===== config.mk =====
export PLATFORM = sky130hd
export DESIGN_NAME = slfs_front
export DESIGN_NICKNAME = d
export VERILOG_FILES = /design/src/slfs_pkg.sv /design/src/slfs_front.sv
export SDC_FILE = /design/constraint.sdc
export NUM_CORES = 1
export LEC_CHECK = 0
export ABC_AREA = 1
export BUFFER_PORTS_ARGS = -buffer_cell sky130_fd_sc_hd__buf_2
export CORE_ASPECT_RATIO = 0.8
export CORE_MARGIN = 5
export CORE_UTILIZATION = 61
export DETAILED_ROUTE_END_ITERATION = 8
export PLACE_DENSITY_LB_ADDON = 0.08
export SLEW_MARGIN = 20
export SYNTH_ARGS = -nofsm -noshare
export SYNTH_HDL_FRONTEND = slang
export SYNTH_SLANG_ARGS = --single-unit

===== constraint.sdc =====
create_clock -name clk -period 8.7 [get_ports clk]
set_input_delay 1.305 -clock clk [delete_from_list [all_inputs] [get_ports clk]]
set_output_delay 1.305 -clock clk [all_outputs]
set_load 0.05 [all_outputs]

===== src/slfs_pkg.sv =====
// Shared types and constants for the serpentine LED frame sender.
`timescale 1ns / 1ps
package slfs_pkg;

	typedef enum logic {
		OP_DRAW = 1'b0,
		OP_SEND = 1'b1
	} op_t;

	// configuration register indexes
	localparam logic [2:0] REG_WIDTH         = 3'd0;
	localparam logic [2:0] REG_HEIGHT        = 3'd1;
	localparam logic [2:0] REG_FIRST_START   = 3'd2;
	localparam logic [2:0] REG_FIRST_LENGTH  = 3'd3;
	localparam logic [2:0] REG_SECOND_START  = 3'd4;
	localparam logic [2:0] REG_SECOND_LENGTH = 3'd5;
	localparam logic [2:0] REG_THIRD_START   = 3'd6;
	localparam logic [2:0] REG_THIRD_LENGTH  = 3'd7;

	localparam logic [31:0] WORD_START = 32'h0000_0000;
	localparam logic [31:0] WORD_END   = 32'hFFFF_FFFF;
	localparam logic [7:0]  PIX_MARK   = 8'hFF;
	localparam logic [11:0] END_ROUND  = 12'd63;
	localparam int          END_SHIFT  = 6;

	typedef struct packed {
		logic [10:0] width;
		logic [10:0] height;
	} geom_t;

	typedef struct packed {
		logic [2:0][9:0]  start;
		logic [2:0][10:0] len;
	} strips_t;

	// classified item handed from front to back
	typedef struct packed {
		op_t         op;
		logic        on_sign;
		logic [21:0] row_base;
		logic [10:0] col;
		logic [23:0] bgr;
	} qent_t;

endpackage


===== src/slfs_front.sv =====
// Front end: takes items, range-checks draws and forms the row base and column.
`timescale 1ns / 1ps
module slfs_front (
	input  logic                  clk,
	input  logic                  arst_n,
	input  logic                  in_valid,
	output logic                  in_ready,
	input  logic                  operation,
	input  logic signed [15:0]    pos_x,
	input  logic signed [15:0]    pos_y,
	input  logic [31:0]           color,
	input  slfs_pkg::geom_t       geom,
	input  logic                  busy,
	output logic                  q_valid,
	input  logic                  q_ready,
	output slfs_pkg::qent_t       q_data
);

	import slfs_pkg::*;

	logic   valid_s1;
	qent_t  ent_s1;
	qent_t  ent_d;
	logic   take;
	logic   x_ok;
	logic   y_ok;
	logic [10:0] ux;
	logic [10:0] uy;

	assign in_ready = !busy && (!valid_s1 || q_ready);
	assign take     = in_valid && in_ready;

	always_comb begin
		x_ok = !pos_x[15] && ({1'b0, pos_x[14:0]} < {5'd0, geom.width});
		y_ok = !pos_y[15] && ({1'b0, pos_y[14:0]} < {5'd0, geom.height});
		ux   = pos_x[10:0];
		uy   = pos_y[10:0];
		ent_d.op       = op_t'(operation);
		ent_d.on_sign  = x_ok && y_ok;
		ent_d.row_base = 22'(uy) * 22'(geom.width);
		// even rows run right to left
		ent_d.col      = uy[0] ? ux : (geom.width - 11'd1 - ux);
		ent_d.bgr      = {color[7:0], color[15:8], color[23:16]};
	end

	always_ff @(posedge clk or negedge arst_n) begin
		if (!arst_n) begin
			valid_s1 <= 1'b0;
		end else if (take) begin
			valid_s1 <= 1'b1;
		end else if (q_ready) begin
			valid_s1 <= 1'b0;
		end
	end

	always_ff @(posedge clk) begin
		if (take) begin
			ent_s1 <= ent_d;
		end
	end

	assign q_valid = valid_s1;
	assign q_data  = ent_s1;

endmodule


# Yosys cells after proc, flatten, opt, wreduce, memory -nomap -nowiden
# Cells that the tools add are included.
[word_totals] out_inout_bits=61 word_cells=25 in_bits=92 reg_bits=60
[op_classes] reduce_logical=11 mul=1 mux=3 order_cmp=2 n_addsub=2
[op_table] op="15-bit by 11-bit < comparator with 1-bit output" count=2
[op_table] op="11-bit by 11-bit multiplier with 22-bit output" count=1
[op_table] op="11-bit two-way mux" count=1
[op_table] op="11-bit by 1-bit subtractor with 11-bit output (second input constant)" count=1
[op_table] op="11-bit subtractor" count=1
[op_table] op="1-bit logical AND" count=5
[op_table] op="1-bit logical NOT" count=4
[op_table] op="1-bit two-way mux" count=2
[op_table] op="2-bit nonzero test" count=1
[op_table] op="1-bit logical OR" count=1

# Longest topological paths before layout
[logic_depth] ltp_word=5 depth_mapped=24 mapped_depth_nobuf=22

# Least setup slack after synthesis
# Ideal clock, no wire load.
[synth_timing] kind="in2reg" from="input busy" to="register ent_s1 (netlist bit q_data[0]) (enable)" slack_ns=2.723 n_path_buf=0 setup_time_ns=0.549 required_time_ns=8.151 path_stages=1 t_arrival_ns=5.428 path_cell_list="nor3_1"
[synth_via] elab_chain_cells=3
[synth_rtl] item="start: declaration" line_no="slfs_front.sv:13" rtl="input logic busy,"
[synth_rtl] item="1-bit logical NOT" line_no="slfs_front.sv:30" rtl="assign in_ready = !busy && (!valid_s1 || q_ready);"
[synth_rtl] item="1-bit logical AND" line_no="slfs_front.sv:30"
[synth_rtl] item="1-bit logical AND" line_no="slfs_front.sv:31" rtl="assign take = in_valid && in_ready;"
[synth_rtl] item="end signal: assignment" line_no="slfs_front.sv:58" rtl="ent_s1 <= ent_d;"
[synth_rtl] item="end: declaration" line_no="slfs_front.sv:22" rtl="qent_t ent_s1;"
# Every way passes these cells.
# A chain may end at the register's enable or synchronous reset.

==> qor.csv <==
metric,value,unit
cp_common_cell,nand2_1,
worstPathCellList,buf_2 > nand2_1 > fa_1 > fa_1 > inv_1 > fa_1 > fa_1 > inv_1 > fa_1 > inv_1 > ha_1 > nand2_1 > inv_1 > a21oi_1 > nand3_2 > nand2_1 > nand2_1 > nand2_1 > nand2_1,
syn_avg_cell_area,8.01,sq um
p_per_area,271,nW/um^2
dp_hpwl,12800,microns
slew_headroom,61.5,%
drive_gt1_share,16.0,%
die_area,14300,sq um
vdd_drop_max,0.000191,V
drt-total-wl,16000,microns
clockBufferDepth,2,
slowest_delay,0.56,ns
cts_resized,0,
syn_to_final_growth,15.5,%
ff2ff_path_depth,4,
synth_seq_area_share,24.5,%
worst_pin_slew,0.578,ns
yosysUniqueCellTypes,27,
worst_slack,3.07,ns
wl_per_cell,13.3,microns
cts_tree,done,
insertion_delay,0.34,ns
holdPathEnd,q_valid,
reg2reg_slack,7.17,ns
grt_util_all_layers,23.9,%
cts_setup_buffers,0,
cts_inserted_buffers,9,
yosysTopAreaCell,edfxtp_1,
final_common_cell,nand2_1,
syn_area,7340,sq um
cpMaxStageDelayCell,fa_1,
reg2reg_from,q_valid,
stdcell_count,1201,
place_ws,2.75,ns
start_util,63.0,%
fin_skew,0.00379,ns
drt.antenna.violating_nets,0,
overflow,0,
whs_path_depth,2,
fmax,177,MHz
vias_per_cell,5.04,
p_total,2.30,mW
cts_sinks,60,
drc,0,
nNetsFinal,1312,
vias,6052,
synth_area_leaders,"edfxtp_1 (24%), fa_1 (22%), ha_1 (15%), nand2_1 (14%), inv_1 (12%)",
portBuffers,144,
antenna_cells,0,
worstReg2RegEnd,q_data[52],
ctsRootBufferMaster,clkbuf_16,
synth_top_area_share,24.1,%
place_inst,1186,
fin_crit,5.63,ns
final-setup-viol-count,0,
endpoint_kind,register,
finalCritPeriodShare,64.8,%
timing.hold.ws,0.556,ns
first_pass_iters,6,
maxSlewViolCount,0,
syn_nets,1179,
cts_hold_buf,0,
hp-class,register to register,
ios,153,
yosys_warnings,0,
drt_iter0_markers,430,
syn_inst,916,
ys_ff_latch,60,
place.gp.congestion,0.886,
finalHoldViolCount,0,
grt_max_degree,46,
timing_worst_setup_path_type,primary input to register,
rows,35,
layout_common_cells,"nand2_1 (264), inv_1 (244), buf_2 (144)",
maxCapViolations,0,
grt_pass1_vias,6135,
critPathArrivalTime,5.72,ns
dieWidth,133,microns
critPathRequiredTime,8.79,ns
cts_max_level,3,
rsz0062_at_grt,false,
outcome,finished clean,
grt_pass1_wl,27700,microns
hp-start,q_valid,
coreArea,11600,sq um
setup_tns,0,ns
antenna_found_initial,0,
cts.clk_slew.worst_paths,0.05,ns
critPathMaxFanout,18,
crit_path_start_kind,primary input,
die_h,108,microns
leakage,5.03,nW
## stage by stage
step                      instance area [sq um]  utilization [%]
after floorplan                            7340                -
after global placement                     8170             70.1
after detailed placement                   8170             70.1
after CTS                                  8480             72.8
after global routing                       8480             72.8
final                                      8480             72.8
## power breakdown
part	total [mW]	switching [mW]	internal (mW)
sequential	0.432	0.00867	0.423
combinational	1.49	0.981	0.509
clock	0.375	0.129	0.246
total	2.30	1.12	1.18
## critical path: cells and delay by family
family	cells	cell delay, ns
buffers and inverters	5	0.55
and+or+nand+nor	7	0.68
AOI/OAI and AO/OA	1	0.17
adders and majority gates	6	3.01
## how the worst max path moves through the flow
| stage | from | endpoint | depth (start not counted) | slack [ns] |
|---|---|---|---|---|
| 2_1_floorplan | busy | q_data[0] | 1 | 2.72 |
| 3_3_place_gp | pos_y[0] | q_data[55] | 19 | 2.75 |
| 3_5_place_dp | pos_y[0] | q_data[55] | 19 | 2.75 |
| 4_1_cts | pos_y[0] | q_data[55] | 19 | 3.10 |
| 5_1_grt | pos_y[0] | q_data[55] | 19 | 2.80 |
| 6_report | pos_y[0] | q_data[55] | 19 | 3.07 |
## flip-flops by register name, indices dropped and copies added, names as in the netlist
signal,flops
q_data,59
q_valid,1
## layer usage
| layer | GRT usage, % | part of all wire (%) |
|---|---|---|
| met5 | 0 | 0 |
| met2 | 41.7 | 48 |
| met4 | 7.05 | 1.6 |
| met1 | 30.8 | 45 |
| met3 | 4.33 | 5.6 |
## synth_stat cells
cell type / count
o22ai_1: 4
clkbuf_1: 22
a21o_2: 1
nand3_2: 3
a21oi_1: 33
xor2_1: 7
nor3_1: 5
ha_1: 90
and2_1: 1
fa_1: 81
nand4_1: 4
buf_2: 2
inv_1: 244
dfrtp_1: 1
inv_2: 2
nand3_1: 29
nand2_1: 264
and2_2: 1
xnor2_1: 4
nand2_2: 1
edfxtp_1: 59
nor2_1: 41
or3_1: 1
nand3b_1: 1
nor2_2: 1
or2_0: 1
o21ai_0: 13
## cell families (layout without fill, tap and decap cells)
family          count (synthesis)  after routing  synth area share (%)
xor+xnor                       11             11                  1.31
compound gates                 51             51                  3.60
buf+inv                       270            407                  13.8
fa+ha+maj                     171            171                  37.4
flops                          60             60                  24.5
simple gates                  353            353                  19.3
## layout make-up
class	count	area, sq um
clock buffer	9	225
clock inverter	6	80.1
fill	952	3170
inverter	246	923
multi-input combinational	586	4530
sequential	60	1800
tap	148	185
timing repair buffer	146	736
(Power assumes the default switching activity.)
