[config.mk]
export PLATFORM = sky130hd
export DESIGN_NAME = slfs_queue
export DESIGN_NICKNAME = d
export VERILOG_FILES = /design/src/slfs_pkg.sv /design/src/slfs_queue.sv
export SDC_FILE = /design/constraint.sdc
export NUM_CORES = 1
export LEC_CHECK = 0
export BUFFER_PORTS_ARGS = -buffer_cell sky130_fd_sc_hd__buf_4
export CORE_ASPECT_RATIO = 0.9
export CORE_MARGIN = 2
export CORE_UTILIZATION = 52
export DETAILED_ROUTE_END_ITERATION = 16
export PLACE_DENSITY = 0.84
export SLEW_MARGIN = 20
export SYNTH_ARGS = -nofsm -noshare
export SYNTH_HDL_FRONTEND = slang
export SYNTH_SLANG_ARGS = --single-unit
export TNS_END_PERCENT = 20
[constraint.sdc]
create_clock -name clk -period 5.2 [get_ports clk]
set_clock_uncertainty 0.15 [all_clocks]
set_input_delay 1.04 -clock clk [delete_from_list [all_inputs] [get_ports clk]]
set_output_delay 1.04 -clock clk [all_outputs]
set_load 0.01 [all_outputs]
[src/slfs_pkg.sv]
// Shared types and constants for the serpentine LED frame sender.
`timescale 1ns / 1ps
package slfs_pkg;

	typedef enum logic {
		OP_DRAW = 1'b0,
		OP_SEND = 1'b1
	} op_t;

	// configuration register indexes
	localparam logic [2:0] REG_WIDTH         = 3'd0;
	localparam logic [2:0] REG_HEIGHT        = 3'd1;
	localparam logic [2:0] REG_FIRST_START   = 3'd2;
	localparam logic [2:0] REG_FIRST_LENGTH  = 3'd3;
	localparam logic [2:0] REG_SECOND_START  = 3'd4;
	localparam logic [2:0] REG_SECOND_LENGTH = 3'd5;
	localparam logic [2:0] REG_THIRD_START   = 3'd6;
	localparam logic [2:0] REG_THIRD_LENGTH  = 3'd7;

	localparam logic [31:0] WORD_START = 32'h0000_0000;
	localparam logic [31:0] WORD_END   = 32'hFFFF_FFFF;
	localparam logic [7:0]  PIX_MARK   = 8'hFF;
	localparam logic [11:0] END_ROUND  = 12'd63;
	localparam int          END_SHIFT  = 6;

	typedef struct packed {
		logic [10:0] width;
		logic [10:0] height;
	} geom_t;

	typedef struct packed {
		logic [2:0][9:0]  start;
		logic [2:0][10:0] len;
	} strips_t;

	// classified item handed from front to back
	typedef struct packed {
		op_t         op;
		logic        on_sign;
		logic [21:0] row_base;
		logic [10:0] col;
		logic [23:0] bgr;
	} qent_t;

endpackage

[src/slfs_queue.sv]
// Two-entry queue between front and back.
`timescale 1ns / 1ps
module slfs_queue (
	input  logic             clk,
	input  logic             arst_n,
	input  logic             push_valid,
	output logic             push_ready,
	input  slfs_pkg::qent_t  push_data,
	output logic             pop_valid,
	input  logic             pop_ready,
	output slfs_pkg::qent_t  pop_data
);

	import slfs_pkg::*;

	qent_t       mem_q [2];
	logic        wr_q;
	logic        rd_q;
	logic [1:0]  count_q;
	logic        push;
	logic        pop;

	assign push_ready = (count_q != 2'd2);
	assign pop_valid  = (count_q != 2'd0);
	assign pop_data   = mem_q[rd_q];
	assign push       = push_valid && push_ready;
	assign pop        = pop_valid && pop_ready;

	always_ff @(posedge clk or negedge arst_n) begin
		if (!arst_n) begin
			wr_q    <= 1'b0;
			rd_q    <= 1'b0;
			count_q <= 2'd0;
		end else begin
			if (push) begin
				wr_q <= !wr_q;
			end
			if (pop) begin
				rd_q <= !rd_q;
			end
			case ({push, pop})
				2'b10:   count_q <= count_q + 2'd1;
				2'b01:   count_q <= count_q - 2'd1;
				default: count_q <= count_q;
			endcase
		end
	end

	always_ff @(posedge clk) begin
		if (push) begin
			mem_q[wr_q] <= push_data;
		end
	end

endmodule

Word level (Yosys, flattened, before mapping)
Memories as Yosys holds them, arrays and structs flattened. Cells that the tools add are included. Widths: inputs -> output; s select.

Register bits after elaboration: 4. Latch bits: 0. Bits in writable memories: 118. Memory bits (read-only): 0. Memories kept: 1.

Memory list: mem_q (words 2, width 59, read ports 1, clocked after memory_dff 0, write ports 1, RTL line slfs_queue.sv:16) `qent_t mem_q [2];`.

Add/subtract/negate cells: 2. Multiply operators: 0. Divide/modulo/power cells: 0. $lt $le $gt $ge: 0. Equal/unequal tests: 3. Shifts and indexed selects: 0. Mux-type cells: 3. Bitwise gates (word level): 0. Reductions and logical operators: 6.

Operators with widths (number): $pmux 2 s2 (1); $reduce_bool 2->1 (2); $add 2x1->2 const B (1); $eq 2x1->1 const B (1); $eq 2x2->1 const B (1); $logic_and 1x1->1 (2); $logic_not 1->1 (2); $mux 1 (2); $ne 2x2->1 const B (1); $sub 2x1->2 const B (1).

Longest topological paths before layout
Gate-level depths: netlist of the first run.

Depth in word-level cells: 4. Mapped depth: 6. Depth with buffers taken out: 6.

Worst setup path before layout of the first run
OpenSTA, ideal clock, no wires.

Path kind: input -> register. Start point: input port push_valid. End point: memory mem_q[0][0] (netlist name), enable pin. Arrival time: 3.606 ns. Data required time: 4.574 ns. Slack: 0.968 ns. Stages on the path: 2. Path through: nand2_1 > nor2_1.

Cells in the longest elaborated chain, start to end: 3.

Ends and longest elaborated chain: start, declared (RTL line slfs_queue.sv:6) `input logic push_valid,`; $logic_and 1x1->1 (RTL line slfs_queue.sv:26) `assign push = push_valid && push_ready;`; $mux 1 (RTL line slfs_queue.sv:50) `if (push) begin`; $mux 1 (not written as such) (RTL line slfs_queue.sv:51) `mem_q[wr_q] <= push_data;`; end, declared (RTL line slfs_queue.sv:16).

No other way between the ends.

==> impl_results.md, run 1 <==
* Status: complete, no violations
* Nature of the critical path startpoint: register
* Area grow syn2layout at 35.28%
* Slew Limit Headroom at 0.5644
* Die H at 94.19 um
* Min cycle time layout at 3309 ps
* Flop pwr share at 0.387
* Critical Path End: pop_data[4]
* Non-filler cells, final at 471
* Commonest non-fill, non-tap cell in the layout: buf_4
* Setup bufs post-CTS at 0
* Post-synth top area cell: edfxtp_1
* CP required at 4010 ps
* Synth Register Bits at 122
* Sw Share at 0.2644
* Initial antenna violation count at 0
* CORE AREA at 0.008688 sq mm
* Worst r2r dst: mem_q[0][0]
* Most frequent cells in the layout: buf_4, edfxtp_1, mux2_4
* IO Port Bufs at 123
* RR Startpoint: count_q[0]
* Overall Global Routing Usage at 0.1658
* WL/cell at 16.42 um
* Initial drt markers at 88
* Yosys cell types at 14
* RSZ-0062 raised after global routing: no
* Yosys warns at 0
* Fmax at 0.3022 GHz
* Critical path arrival at 2120 ps
* Starting density of the core at 0.5409
* Min-Delay Path Class: input pin to asynchronous set/reset pin
* Total CTS buffers at 17
* Fin nets at 403
* Remaining DRCs at 0
* Worst reg2reg path depth at 4
* Net switching power figure at 1007 uW
* Mapped Avg Cell Area at 23.38 sq um
* Placed cell count at 438
* Total number of vias at 2280
* R2R Setup Slk at 2820 ps
* Antenna Nets Post-Route at 0
* Global-route wire length before repair at 11.89 mm
* Clock Pin Slew Worst Setup and Hold Paths at 50 ps
* P_leak at 0.002572 uW
* Netlist Area Pre-Place at 0.004700 sq mm
* Combinational Power Share at 0.302
* Mapped Cells at 201
* Crit share post-route at 0.6363
* Syn nets at 265
* Setup TNS Final at 0 ps
* Num rows at 32
* Synth area leaders: edfxtp_1, mux2_4, dfrtp_1, buf_6, xnor2_1
* Resized Gates After CTS at 0
* Die W at 104.2 um
* GP Congestion at 0.6907
* Fin. max-slew vios at 0
* Pwr dens at 599.5 mW/mm^2
* Worst-Skew Late Latency at 500 ps
* Final wirelength at 7.734 mm
* P_int at 2803 uW
* Root Buffer: clkbuf_8
* Number of I/O pins at 124
* CTS tree: yes
* CTS Hold Bufs at 0
* Pin count of the biggest net entering global routing at 61
* Share of cells above drive strength 1 at 0.6193
* Max Cap Violations at 0
* Antenna diodes at 0
* GRT overflow at 0
* Via density at 4.841
* Vias in the first global route at 2386
* Clock power share at 0.311
* Area share of the largest cell type after synthesis at 0.7540
* CP endpoint kind: primary output
* Sequential fraction of the synthesis area at 0.7753
* Area of the die at 0.009815 sq mm
* Initial DRT Pass Iterations at 4
* Worst Path Class, Setup: register to primary output
* Final hold vios at 0
* Post-route cell area at 0.006357 sq mm
* Placement Cell Area at 0.005724 sq mm
* Critical path origin: rd_q
* Maximum vdd drop at 0.4023 mV
* H-tree Lvls at 4
* Worst Max-Slew Pin Slew at 651.8 ps
* Clock Sinks at 122
* CP Max Fanout at 32
* Setup violators final at 0
* CTS Buffer Depth at 2
* Final cell utilization of the core at 0.7317
==> cell type report <==
cell class                 instances  area (sq um)
sequential                       122          3647
fill                             537          2331
multi-input combinational         72         989.7
timing repair buffer             126         958.4
clock buffer                      18         417.9
clock inverter                    14         195.2
tap                              119         148.9
==> metal layers <==
metal | GRT usage | share of wire
met1 | 0.1890 | 0.40
met2 | 0.2862 | 0.53
met3 | 0.06727 | 0.060
met4 | 0.05743 | 0.013
met5 | 0 | 0
==> worst min path at each step <==
stage / start / to / slack [ps] / cells after the start
5_1_grt: arst_n / wr_q / 160 / 1
3_5_place_dp: count_q[1] / count_q[1] / 350 / 1
2_1_floorplan: count_q[1] / count_q[1] / 310 / 1
3_3_place_gp: count_q[1] / count_q[1] / 340 / 1
4_1_cts: arst_n / wr_q / 160 / 1
6_report: arst_n / wr_q / 180 / 1
==> critical path, stage by stage, from the launching register on <==
cell	delay, ps
dfrtp_4	780
buf_12	320
mux2_4	340
buf_4	140
==> kinds of logic (layout without fill, tap and decap cells) <==
logic type                 count (synthesis)  in the layout  share of synthesized area
DFF                                      122            122                     0.7753
muxes                                     59             59                     0.1885
and+or+nand+nor                            7              7                   0.008256
buffers and inverters                      7            158                    0.01597
xor gates and xnor gates                   5              5                   0.009320
adders and majority gates                  1              1                   0.002662
==> cell usage after synthesis (all sizes together) <==
library cell,count
edfxtp,118
mux2,59
buf,7
dfrtp,4
xnor2,3
nor2,2
xor2,2
and2,1
and3,1
ha,1
nand2,1
nand2b,1
or2,1
==> power by group through the flow <==
stage | clock network (uW) | logic, uW | registers (uW)
floorplan | 0 | 797 | 1420
global placement | 0 | 1090 | 1550
detailed placement | 0 | 1100 | 1560
CTS | 1210 | 1110 | 1540
global route | 1260 | 1230 | 1500
finish | 1190 | 1150 | 1470
==> state kept, by name, indices dropped and copies added (netlist names) <==
name / flops
count_q: 2
mem_q: 118
rd_q: 1
wr_q: 1
==> metrics by stage <==
step	total power (uW)	worst slack (ps)	hold WS, ps
after CTS	3862	1755	156.5
after detailed placement	2664	2258	353.8
after floorplan	2221	967.7	306.4
after global placement	2633	2292	339.8
final	3811	1891	178.3
after global routing	3983	1785	155.6
No activity file was read; power rests on OpenSTA's default activity.
==> inputs of run 2 (changes only) <==
- CORE_UTILIZATION: 52 -> 47
- PLACE_DENSITY: 0.84 -> 0.8
- clock period: 5.2 -> 2.9 ns (I/O delays scaled with it)
==> run 2 against run 1 <==
Effect of this change:
- worst hold slack worse by 51 ps
- power up 75%
- critical endpoint is now pop_data[30]
- largest power group unchanged
- utilization down 7.8 points
==> impl_results.md, run 2 (synthesis results as in run 1) <==
* Worst Path Class, Setup: register to primary output
* Maximum vdd drop at 0.7070 mV (+76%)
* CTS Buffer Depth at 2 (unchanged)
* Min cycle time layout at 2630 ps
* Reg with most FFs: mem_q
* Fmax at 0.3802 GHz
* GP Congestion at 0.6886 (-0.30%)
* Overall Global Routing Usage at 0.1468 (-0.01894)
* Dpl ws at 770.7 ps (-1488 ps)
* Clock Pin Slew Worst Setup and Hold Paths at 50 ps (about the same)
* Area grow syn2layout at 34.88%
* RR Startpoint: count_q[0]
* Initial drt markers at 78 (-11%)
* Placement Cell Area at 0.005776 sq mm (+0.90%)
* RSZ-0062 raised after global routing: no
* Die H at 98.87 um (+5.0%)
* Clock power share at 0.290 (-0.021)
* Via density at 4.794 (-0.96%)
* Max Cap Violations at 0 (unchanged)
* R2R Setup Slk at 1110 ps (-1710 ps)
* Combinational Power Share at 0.325 (+0.023)
* Initial DRT Pass Iterations at 4 (unchanged)
* Worst reg2reg path depth at 4 (unchanged)
* Remaining DRCs at 0 (unchanged)
* Initial antenna violation count at 0 (unchanged)
* Starting density of the core at 0.4845 (-0.05638)
* Min-Delay Path Class: input pin to register
* H-tree Lvls at 4 (unchanged)
* Post-route cell area at 0.006339 sq mm (-0.30%)
* Setup violators final at 0 (unchanged)
* Worst-Skew Late Latency at 480 ps (-20 ps)
* CORE AREA at 0.009699 sq mm (+12%)
* Antenna Nets Post-Route at 0 (unchanged)
* Total number of vias at 2306 (+1.1%)
* Resized Gates After CTS at 0 (unchanged)
* Nature of the critical path startpoint: register
* Num rows at 34 (+6.3%)
* Largest registers: mem_q (118), count_q (2)
* Fill count at 674 (+26%)
* Setup bufs post-CTS at 0 (unchanged)
* Status: complete, no violations
* GRT overflow at 0 (unchanged)
* Pin count of the biggest net entering global routing at 38 (-38%)
* Critical Path End: pop_data[30]
* Clock Sinks at 122 (unchanged)
* Root Buffer: clkbuf_8
* IO Port Bufs at 123 (unchanged)
* Max reg flops at 118 (unchanged)
* Sw Share at 0.2601 (-0.004252)
* Most frequent cells in the layout: buf_4, edfxtp_1, mux2_4
* P_leak at 0.002569 uW (-0.12%)
* Fin nets at 407 (+0.99%)
* Commonest non-fill, non-tap cell in the layout: buf_4
* CP required at 2170 ps (-1840 ps)
* Flop pwr share at 0.386 (about the same)
* HPWL Detailed at 5.056 mm
* Net switching power figure at 1733 uW (+72%)
* Share of cells above drive strength 1 at 0.6085 (-0.01087)
* Slew Limit Headroom at 0.6704 (+0.1060)
* Final hold vios at 0 (unchanged)
* Worst r2r dst: mem_q[0][31]
* Post-route worst setup slack at 269.8 ps (-1621 ps)
* Final hold slack at 127.7 ps (-50.64 ps)
* Total CTS buffers at 17 (unchanged)
* Final wirelength at 7.512 mm (-2.9%)
* Crit share post-route at 0.9070
* Pwr dens at 1051 mW/mm^2 (+75%)
* P_int at 4929 uW (+76%)
* Area of the die at 0.01082 sq mm (+10%)
* CTS Hold Bufs at 1 (+1)
* CP Max Fanout at 18 (-44%)
* Critical path arrival at 1900 ps (-220 ps)
* Antenna diodes at 0 (unchanged)
* Critical path origin: rd_q
* Number of I/O pins at 124 (unchanged)
* Vias in the first global route at 2406 (+0.84%)
* Fin. max-slew vios at 0 (unchanged)
* Register area at 0.003647 sq mm (unchanged)
* CP endpoint kind: primary output
* Worst Max-Slew Pin Slew at 494.5 ps (-157.4 ps)
* Global-route wire length before repair at 11.61 mm (-2.4%)
* Setup TNS Final at 0 ps (unchanged)
* WL/cell at 15.62 um (-4.9%)
* Die W at 109.4 um (+5.0%)
* CTS tree: yes
* Footprint of the multi-input gates at 989.7 sq um (unchanged)
[run 2: cell types whose count changed in the layout (fill, tap and decap cells not counted), sizes merged]
cell	change
buf	+3
clkinv	+3
inv	-3
bufinv	-1
clkbuf	+1
clkinvlp	-1
dlygate4sd3	+1
[run 2: layout make-up]
class,instances,area share
clock buffers,19,0.06652
clock inverters,12,0.02073
multi-input cells,72,0.1561
flip-flops and latches,122,0.5754
well taps,126,0.02487
repair buffers,130,0.1563
[run 2: power groups by stage]
stage / clock [uW] / combinational (uW) / sequential [uW]
after floorplan: 0 / 1430 / 2550
after global placement: 0 / 2170 / 2590
after detailed placement: 0 / 2200 / 2610
after CTS: 1980 / 2210 / 2580
after global routing: 2060 / 2320 / 2610
final: 1930 / 2160 / 2570
[run 2: worst min path at each step]
stage | startpoint | depth (start not counted) | slack [ps] | to
after global placement | arst_n | 1 | 230 | count_q[1]
after floorplan | arst_n | 0 | 130 | count_q[0]
final | push_data[20] | 1 | 130 | mem_q[0][20]
after detailed placement | arst_n | 1 | 230 | count_q[0]
after CTS | push_data[10] | 1 | 100 | mem_q[0][10]
after global routing | push_data[8] | 1 | 90 | mem_q[1][8]
[run 2: routing by layer]
layer  track usage  wire length [um]
met3       0.06548               520
met1        0.1675              2969
met2        0.2469              3994
met5             0                 0
met4       0.04674                27
[run 2: critical path: stages (launching register included)]
cell and delay (ps):
dfrtp_4 550, buf_4 360, mux2_4 340, buf_4 140
[run 2: metrics by stage]
stage | power (uW) | util | std cells
floorplan | 3977 | - | 201
global placement | 4760 | 0.5955 | 449
detailed placement | 4811 | 0.5955 | 449
CTS | 6770 | 0.6535 | 481
global route | 6991 | 0.6535 | 481
finish | 6662 | 0.6535 | 481
